$ cat src/rtl/hvn_pkg.sv
package hvn_pkg;

  localparam int MAX_SIDE_DEF = 256;
  localparam int SIDE_W = 9;
  localparam logic [SIDE_W-1:0] SIDE_RESET = 9'd256;
  localparam logic REG_SIDE = 1'b0;

  // Fixed arithmetic widths.
  localparam int SUM_W = 20;
  localparam int SQ_W = 40;
  localparam int RAD_W = 64;
  localparam int LEN_W = 32;
  localparam int REM_W = 48;
  localparam int QUO_W = 16;
  localparam int DIV_SHIFT = 27;
  localparam int ITER_W = 5;
  localparam logic [ITER_W-1:0] SQRT_STEPS_M1 = 5'd31;
  localparam logic [ITER_W-1:0] DIV_STEPS_M1 = 5'd15;
  localparam logic [15:0] UNIT_Q14 = 16'd16384;

  typedef enum logic [3:0] {
    ST_IDLE,
    ST_READ,
    ST_SHIFT,
    ST_SUM,
    ST_SQ,
    ST_QSUM,
    ST_SQRT,
    ST_DIVI,
    ST_DIV,
    ST_EMIT
  } state_t;

  typedef struct packed {
    logic accept;
    logic shift;
    logic sum;
    logic sq;
    logic qsum;
    logic sqrt_step;
    logic div_init;
    logic div_step;
    logic out_load;
  } cmd_t;

  typedef struct packed {
    logic has_pend;
    logic iter_last;
    logic out_free;
  } stat_t;

endpackage

$ cat src/rtl/hvn_ctrl.sv
module hvn_ctrl (
  input  logic           clk,
  input  logic           rst,
  input  logic           s_tvalid,
  output logic           s_tready,
  input  hvn_pkg::stat_t stat,
  output hvn_pkg::cmd_t  cmd
);

  hvn_pkg::state_t state, state_next;

  always_ff @(posedge clk) begin
    if (rst) begin
      state <= hvn_pkg::ST_IDLE;
    end else begin
      state <= state_next;
    end
  end

  always_comb begin
    state_next = state;
    cmd = '0;
    s_tready = 1'b0;
    unique case (state)
      hvn_pkg::ST_IDLE: begin
        s_tready = 1'b1;
        if (s_tvalid) begin
          cmd.accept = 1'b1;
          state_next = hvn_pkg::ST_READ;
        end
      end
      hvn_pkg::ST_READ: begin
        state_next = hvn_pkg::ST_SHIFT;
      end
      hvn_pkg::ST_SHIFT: begin
        cmd.shift = 1'b1;
        state_next = hvn_pkg::ST_SUM;
      end
      hvn_pkg::ST_SUM: begin
        if (stat.has_pend) begin
          cmd.sum = 1'b1;
          state_next = hvn_pkg::ST_SQ;
        end else begin
          state_next = hvn_pkg::ST_IDLE;
        end
      end
      hvn_pkg::ST_SQ: begin
        cmd.sq = 1'b1;
        state_next = hvn_pkg::ST_QSUM;
      end
      hvn_pkg::ST_QSUM: begin
        cmd.qsum = 1'b1;
        state_next = hvn_pkg::ST_SQRT;
      end
      hvn_pkg::ST_SQRT: begin
        cmd.sqrt_step = 1'b1;
        if (stat.iter_last) begin
          state_next = hvn_pkg::ST_DIVI;
        end
      end
      hvn_pkg::ST_DIVI: begin
        cmd.div_init = 1'b1;
        state_next = hvn_pkg::ST_DIV;
      end
      hvn_pkg::ST_DIV: begin
        cmd.div_step = 1'b1;
        if (stat.iter_last) begin
          state_next = hvn_pkg::ST_EMIT;
        end
      end
      hvn_pkg::ST_EMIT: begin
        if (stat.out_free) begin
          cmd.out_load = 1'b1;
          state_next = hvn_pkg::ST_SUM;
        end
      end
      default: begin
        state_next = hvn_pkg::ST_IDLE;
      end
    endcase
  end

endmodule

$ cat config.mk
export PLATFORM = sky130hd
export DESIGN_NAME = hvn_ctrl
export DESIGN_NICKNAME = d
export VERILOG_FILES = /design/src/rtl/hvn_pkg.sv /design/src/rtl/hvn_ctrl.sv
export SDC_FILE = /design/constraint.sdc
export NUM_CORES = 1
export LEC_CHECK = 0
export BUFFER_PORTS_ARGS = -buffer_cell sky130_fd_sc_hd__buf_4
export CORE_AREA = 2 2 39 41
export DETAILED_ROUTE_END_ITERATION = 8
export DIE_AREA = 0 0 41 43
export MAX_ROUTING_LAYER = met4
export PLACE_DENSITY = 0.42
export SLEW_MARGIN = 20
export SYNTH_ARGS = -nofsm -noshare
export SYNTH_HDL_FRONTEND = slang
export SYNTH_SLANG_ARGS = --single-unit
$ cat constraint.sdc
create_clock -name clk -period 3.1 [get_ports clk]
set_clock_uncertainty 0.15 [all_clocks]
set_input_delay 0.31 -clock clk [delete_from_list [all_inputs] [get_ports clk]]
set_output_delay 0.31 -clock clk [all_outputs]
set_load 0.05 [all_outputs]
==> results.py, run 1 <==
metrics = {
    "power": {
        "switching_share": 0.3105,
        "internal-power_mw": 0.1134,
        "ir_worst_vdd_mv": 0.1250,
        "power_frac_comb": 0.241,
        "p_leak_nw": 0.1733,
        "clock_power_share": 0.391,
        "powerDensity_nw_per_um2": 366.2,
        "pwr-share-seq": 0.368,
        "p_sw_mw": 0.05107,
    },
    "routing": {
        "viasPerCell": 4.836,
        "vias": 353,
        "drc_errors": 0,
        "first_iter_violations": 3,
        "ant_nets": 0,
        "first_pass_iters": 4,
        "wl_per_cell_um": 10.84,
        "totalWireLength_um": 791,
    },
    "place": {
        "gp_congestion": 0.6486,
        "dp_hpwl_um": 593.1,
        "io_buffers": 15,
        "place_area_um2": 426.7,
    },
    "sta": {
        "fin_crit_ps": 2022,
        "timing.setup.tns_ps": 0,
        "slew_violations": 0,
        "hold_viol_final": 0,
        "relSlewSlack": 0.7057,
        "final-setup-viol-count": 0,
        "hold_ws_ps": 107.8,
        "worst_pin_slew_ps": 440.8,
        "rsz0062_at_grt": "false",
        "clock.fmax_ghz": 0.4947,
        "fin_crit_sh": 0.6521,
    },
    "synth": {
        "synth_cell_types": 20,
        "yosysSeqAreaShare": 0.2634,
        "synthAdderAreaFrac": 0,
        "muxShareOfSynthArea": 0,
        "async_flop_share": 0,
        "netlist_area_um2": 304.0,
        "synth_nets": 49,
        "yosys.area.top_type": "dfxtp_1",
        "synth_simple_gate_area_share": 0.4650,
        "synthCells": 43,
        "ys_ff_latch": 4,
        "synth_xor_area_frac": 0,
        "synthTopCellsByCount": "nor2_1 (6), dfxtp_1 (4), nor3_1 (4)",
        "synth_most_common_cell": "nor2_1",
        "yosysWarnings": 0,
        "synth_top_area_frac": 0.2634,
        "synth_edf_count": 0,
        "synth_top_family_by_area": "simple AND/OR/NAND/NOR gates",
        "synth_top_flop_cell": "dfxtp_1",
        "syn_area_per_cell_um2": 7.071,
        "synth_compound_area_frac": 0.2181,
        "synth_area_leaders": "dfxtp_1 (26%), a211oi_1 (7.4%), nand3b_1 (7.4%), nor2_1 (7.4%), nor3_1 (6.6%)",
    },
    "clock_tree": {
        "clkLatencyLatePin_ps": 230,
        "cts_hold_buffers": 0,
        "post_cts_buffers": 0,
        "clock-sinks": 4,
        "cts_buffers": 3,
        "root_buffer": "clkbuf_4",
        "clk_pin_slew_ps": 40,
        "cts_tree": "yes",
        "cts_buffer_depth": 2,
        "htree_levels": 1,
        "cts_resized": 0,
    },
    "run": {
        "drv_cap": 0,
    },
    "layout": {
        "largestRegisters": "state x4",
        "antenna_cells": 0,
        "largest_reg_flops": 4,
        "final_layout_size_suffix_gt1_frac": 0.3509,
        "regMostFlops": "state",
        "design_area_um2": 449.2,
        "syn2layout_area_growth_pct": 47.74,
        "final_nets": 65,
    },
    "critical_path": {
        "crit_type": "reg -> out",
        "max_stage_delay_ps": 540,
        "required_ps": 2640,
        "critPathSlowestCell": "dfxtp_1",
        "worstPathCellList": "or3b_4 > nor2_1 > buf_4",
        "critPathCaptureType": "output port",
        "arrival_ps": 1560,
        "path_max_fanout": 13,
        "cp-start-kind": "register",
    },
    "floorplan": {
        "die_x_um": 41,
        "die_area_um2": 1763,
        "num_rows": 14,
        "core_um2": 1384,
        "dieHeight_um": 43,
        "num_io_pins": 16,
        "start_util": 0.2197,
    },
    "grt": {
        "grtUsageTotal": 0.1089,
        "grt_overflow": 0,
        "grt_max_degree": 15,
        "antenna_found_initial": 0,
        "grt_pass1_vias": 316,
        "grt_pass1_wl_um": 1311,
    },
    "min_path": {
        "hp-class": "in -> reg",
    },
    "status": {
        "outcome": "finished, final reports clean",
    },
}
per-layer routing:
layer	track usage	part of all wire	vias up
li1	-	-	187
met1	0.1282	0.41	160
met2	0.1594	0.56	6
met3	0.03141	0.034	0
met4	0.06000	0	0
met5	-	0	-
per-stage QoR:
step | setup WS [ps] | instances | utilization | total power [mW]
after floorplan | 386.8 | 43 | - | 0.08703
after CTS | 1060 | 73 | 0.3246 | 0.1672
after detailed placement | 1249 | 70 | 0.3083 | 0.1017
after global routing | 969.7 | 73 | 0.3246 | 0.1742
final | 1078 | 73 | 0.3246 | 0.1645
after global placement | 1261 | 70 | 0.3083 | 0.1026
path summary, 6_finish.rpt:
check	startpoint	to	slack, ps	depth (start not counted)
setup / recovery	state[3]$_SDFFE_PP0P_	cmd[0]	1080	3
hold / removal	rst	state[3]$_SDFFE_PP0P_	110	2
setup reg to reg	state[3]$_SDFFE_PP0P_	state[3]$_SDFFE_PP0P_	1260	4
hold reg to reg	state[3]$_SDFFE_PP0P_	state[3]$_SDFFE_PP0P_	490	2
cells in the final DEF (no fill, tap or decap), drive strengths merged:
cell,instances
buf,15
nor2,6
nor3,4
dfxtp,4
nand2,3
nand3b,3
a21oi,3
a211oi,3
clkbuf,3
nand2b,2
or3,2
or3b,1
nor4b,1
nor4,1
and2,1
nor3b,1
a22oi,1
o21ai,1
o22a,1
o31ai,1
critical path: cells and delay by family, from the launching register on:
kind / cells / cell delay, ps
flops: 1 / 540
simple gates: 2 / 580
buf+inv: 1 / 200
layout make-up:
| type | count | area [µm²] |
|---|---|---|
| Fill cell | 164 | 934.6 |
| Multi-Input combinational cell | 35 | 214.0 |
| Timing Repair Buffer | 15 | 112.6 |
| Sequential cell | 4 | 80.08 |
| Clock buffer | 3 | 22.52 |
| Tap cell | 16 | 20.02 |
power by group through the flow:
stage,clock [mW],combinational (mW),sequential (mW)
after CTS,0.0664,0.0401,0.0607
after floorplan,0,0.0311,0.0560
after detailed placement,0,0.0401,0.0616
after global routing,0.0704,0.0422,0.0616
after global placement,0,0.0408,0.0618
final,0.0644,0.0396,0.0605
kinds of logic (layout without fill, tap and decap cells):
group | count (synthesis) | after routing
DFF | 4 | 4
and+or+nand+nor | 25 | 25
buffers and inverters | 4 | 18
AOI/OAI and AO/OA | 10 | 10
(Power assumes the default switching activity.)
==> run 2, diff against run 1 <==
PLACE_DENSITY = 0.44   (was 0.42)
clock period = 1.7 ns   (was 3.1 ns; I/O delays follow)
==> run 2 against run 1 <==
Effect of this change: critical path depth is 2 higher; clock power grew 77%; final area increased by 31%; final cell count rose by 11%; register-to-register slack got worse by 1200 ps; sequential share of layout area shrank 3.8 points; core utilization is 10 points higher; global-route usage increased by 1.4 points; power grew 100%; non-clock buffer count grew 8; sequential power up 72%; via count is 13% higher; largest power group unchanged; highest routed layer unchanged.
==> results.py, run 2 (synthesized netlist as in run 1, its figures left out) <==
metrics = {
    "min_path": {
        "hold_end": "state[3]$_SDFFE_PP0P_",
        "hp-class": "in -> reg",
        "hold_path_startpoint": "stat[1]",
        "holdPathStages": 4,
    },
    "floorplan": {
        "dieHeight_um": 43,
        "num_io_pins": 16,
        "die_area_um2": 1763,
        "num_rows": 14,
        "core_um2": 1384,
        "start_util": 0.2197,
        "die_x_um": 41,
    },
    "critical_path": {
        "max_stage_delay_ps": 330,
        "timing.rr.end": "state[3]$_SDFFE_PP0P_",
        "required_ps": 1380,
        "crit_type": "reg -> out",
        "path_max_fanout": 11,
        "reg2reg_depth": 4,
        "critical_path_buf_inv_count": 3,
        "r2r_start": "state[3]$_SDFFE_PP0P_",
        "critPathSlowestCell": "dfxtp_2",
        "cpLargestDelayFamily": "buffers and inverters",
        "critPathCaptureType": "output port",
        "cp-start-kind": "register",
        "rrSetupSlack_ps": 70,
        "worstPathCellList": "buf_8 > nand2b_1 > buf_4 > nor2_1 > buf_6",
        "arrival_ps": 1320,
    },
    "layout": {
        "finish.utilization": 0.4259,
        "design_area_um2": 589.3,
        "seq_area_um2": 82.58,
        "final_layout_size_suffix_gt1_frac": 0.5692,
        "syn2layout_area_growth_pct": 93.83,
        "largest_reg_flops": 4,
        "multi_input_area_um2": 262.8,
        "final_nets": 73,
        "antenna_cells": 0,
        "final_common_cell": "buf_4",
        "largestRegisters": "state x4",
        "regMostFlops": "state",
        "fillCellCount": 145,
    },
    "sta": {
        "rsz0062_at_grt": "true",
        "final.setup.worst_slack_ps": 61.84,
        "timing.setup.tns_ps": 0,
        "slew_violations": 0,
        "worst_pin_slew_ps": 349.6,
        "fin_crit_sh": 0.9636,
        "clock.fmax_ghz": 0.6104,
        "final-setup-viol-count": 0,
        "hold_viol_final": 0,
        "fin_crit_ps": 1638,
        "relSlewSlack": 0.7655,
    },
    "clock_tree": {
        "clock-sinks": 4,
        "root_buffer": "clkbuf_4",
        "cts_tree": "yes",
        "cts_buffers": 3,
        "htree_levels": 1,
        "cts_buffer_depth": 2,
        "clk_pin_slew_ps": 40,
        "clkLatencyLatePin_ps": 230,
    },
    "grt": {
        "antenna_found_initial": 0,
        "grtUsageTotal": 0.1233,
        "grt_max_degree": 12,
        "grt_pass1_vias": 366,
        "grt_overflow": 0,
        "grt_pass1_wl_um": 1421,
    },
    "routing": {
        "first_pass_iters": 4,
        "ant_nets": 0,
        "first_iter_violations": 5,
        "vias": 398,
        "totalWireLength_um": 964,
        "drc_errors": 0,
        "wl_per_cell_um": 11.90,
        "viasPerCell": 4.914,
    },
    "place": {
        "place_area_um2": 520.5,
        "gp_congestion": 0.7768,
        "dp_hpwl_um": 697.2,
        "io_buffers": 15,
        "pre_cts_ws_ps": 79.73,
    },
    "power": {
        "powerDensity_nw_per_um2": 560.0,
        "p_leak_nw": 0.2395,
        "power_mw": 0.3300,
        "ir_worst_vdd_mv": 0.2418,
    },
    "run": {
        "drv_cap": 0,
    },
    "status": {
        "outcome": "finished, final reports clean",
    },
}
[run 2: cell count changes in the layout (fill, tap and decap cells not counted), sizes merged]
cell and delta:
dlygate4sd3 +1, buf +7
[run 2: power by group]
group	switching, mW	total [mW]	internal [mW]	leakage [nW]
Combinational	0.0600	0.112	0.0519	0.192
Clock	0.0357	0.114	0.0788	0.0138
Sequential	0.00516	0.104	0.0985	0.0334
Total	0.101	0.330	0.229	0.240
[run 2: through the flow]
stage	hold slack (ps)	std cells
after floorplan	89.07	43
after global placement	221.6	77
after detailed placement	220.2	77
after CTS	155.9	81
after global routing	192.1	81
final	162.8	81
[run 2: worst max-delay path by stage]
stage	end	slack (ps)	cells past startpoint	from
floorplan	cmd[8]	-210	3	state[0]$_SDFFE_PP0P_
global placement	state[3]$_SDFFE_PP0P_	30	4	state[0]$_SDFFE_PP0P_
detailed placement	state[3]$_SDFFE_PP0P_	80	4	state[0]$_SDFFE_PP0P_
CTS	cmd[4]	10	5	state[3]$_SDFFE_PP0P_
global route	cmd[4]	-8	5	state[3]$_SDFFE_PP0P_
finish	cmd[6]	60	5	state[3]$_SDFFE_PP0P_
[run 2: cell type report]
type	count	share of cell area
clock buffers	3	0.03822
multi-input cells	35	0.4459
flip-flops and latches	4	0.1401
well taps	16	0.03397
repair buffers	23	0.3418
[run 2: worst min-delay path: stages]
cell and delay (ps):
buf_4 80, a211oi_1 50, o21ai_0 150, a21oi_1 60
[run 2: repair_timing]
item / 4_1_cts / 5_1_grt
hold buffers: 1 / 0
endpoints found under the setup margin: 1 / 5
endpoints found under the hold margin: 4 / 0
gates cloned: 0 / 0
pin swaps: 0 / 2
setup buffers: 0 / 0
gates resized for setup: 2 / 9
[run 2: per-layer routing]
layer,up-vias,share of wire,global-route usage
met5,-,0,-
met1,185,0.49,0.1538
met2,9,0.48,0.1688
met4,0,0,0.04000
met3,0,0.033,0.06283
li1,204,-,-
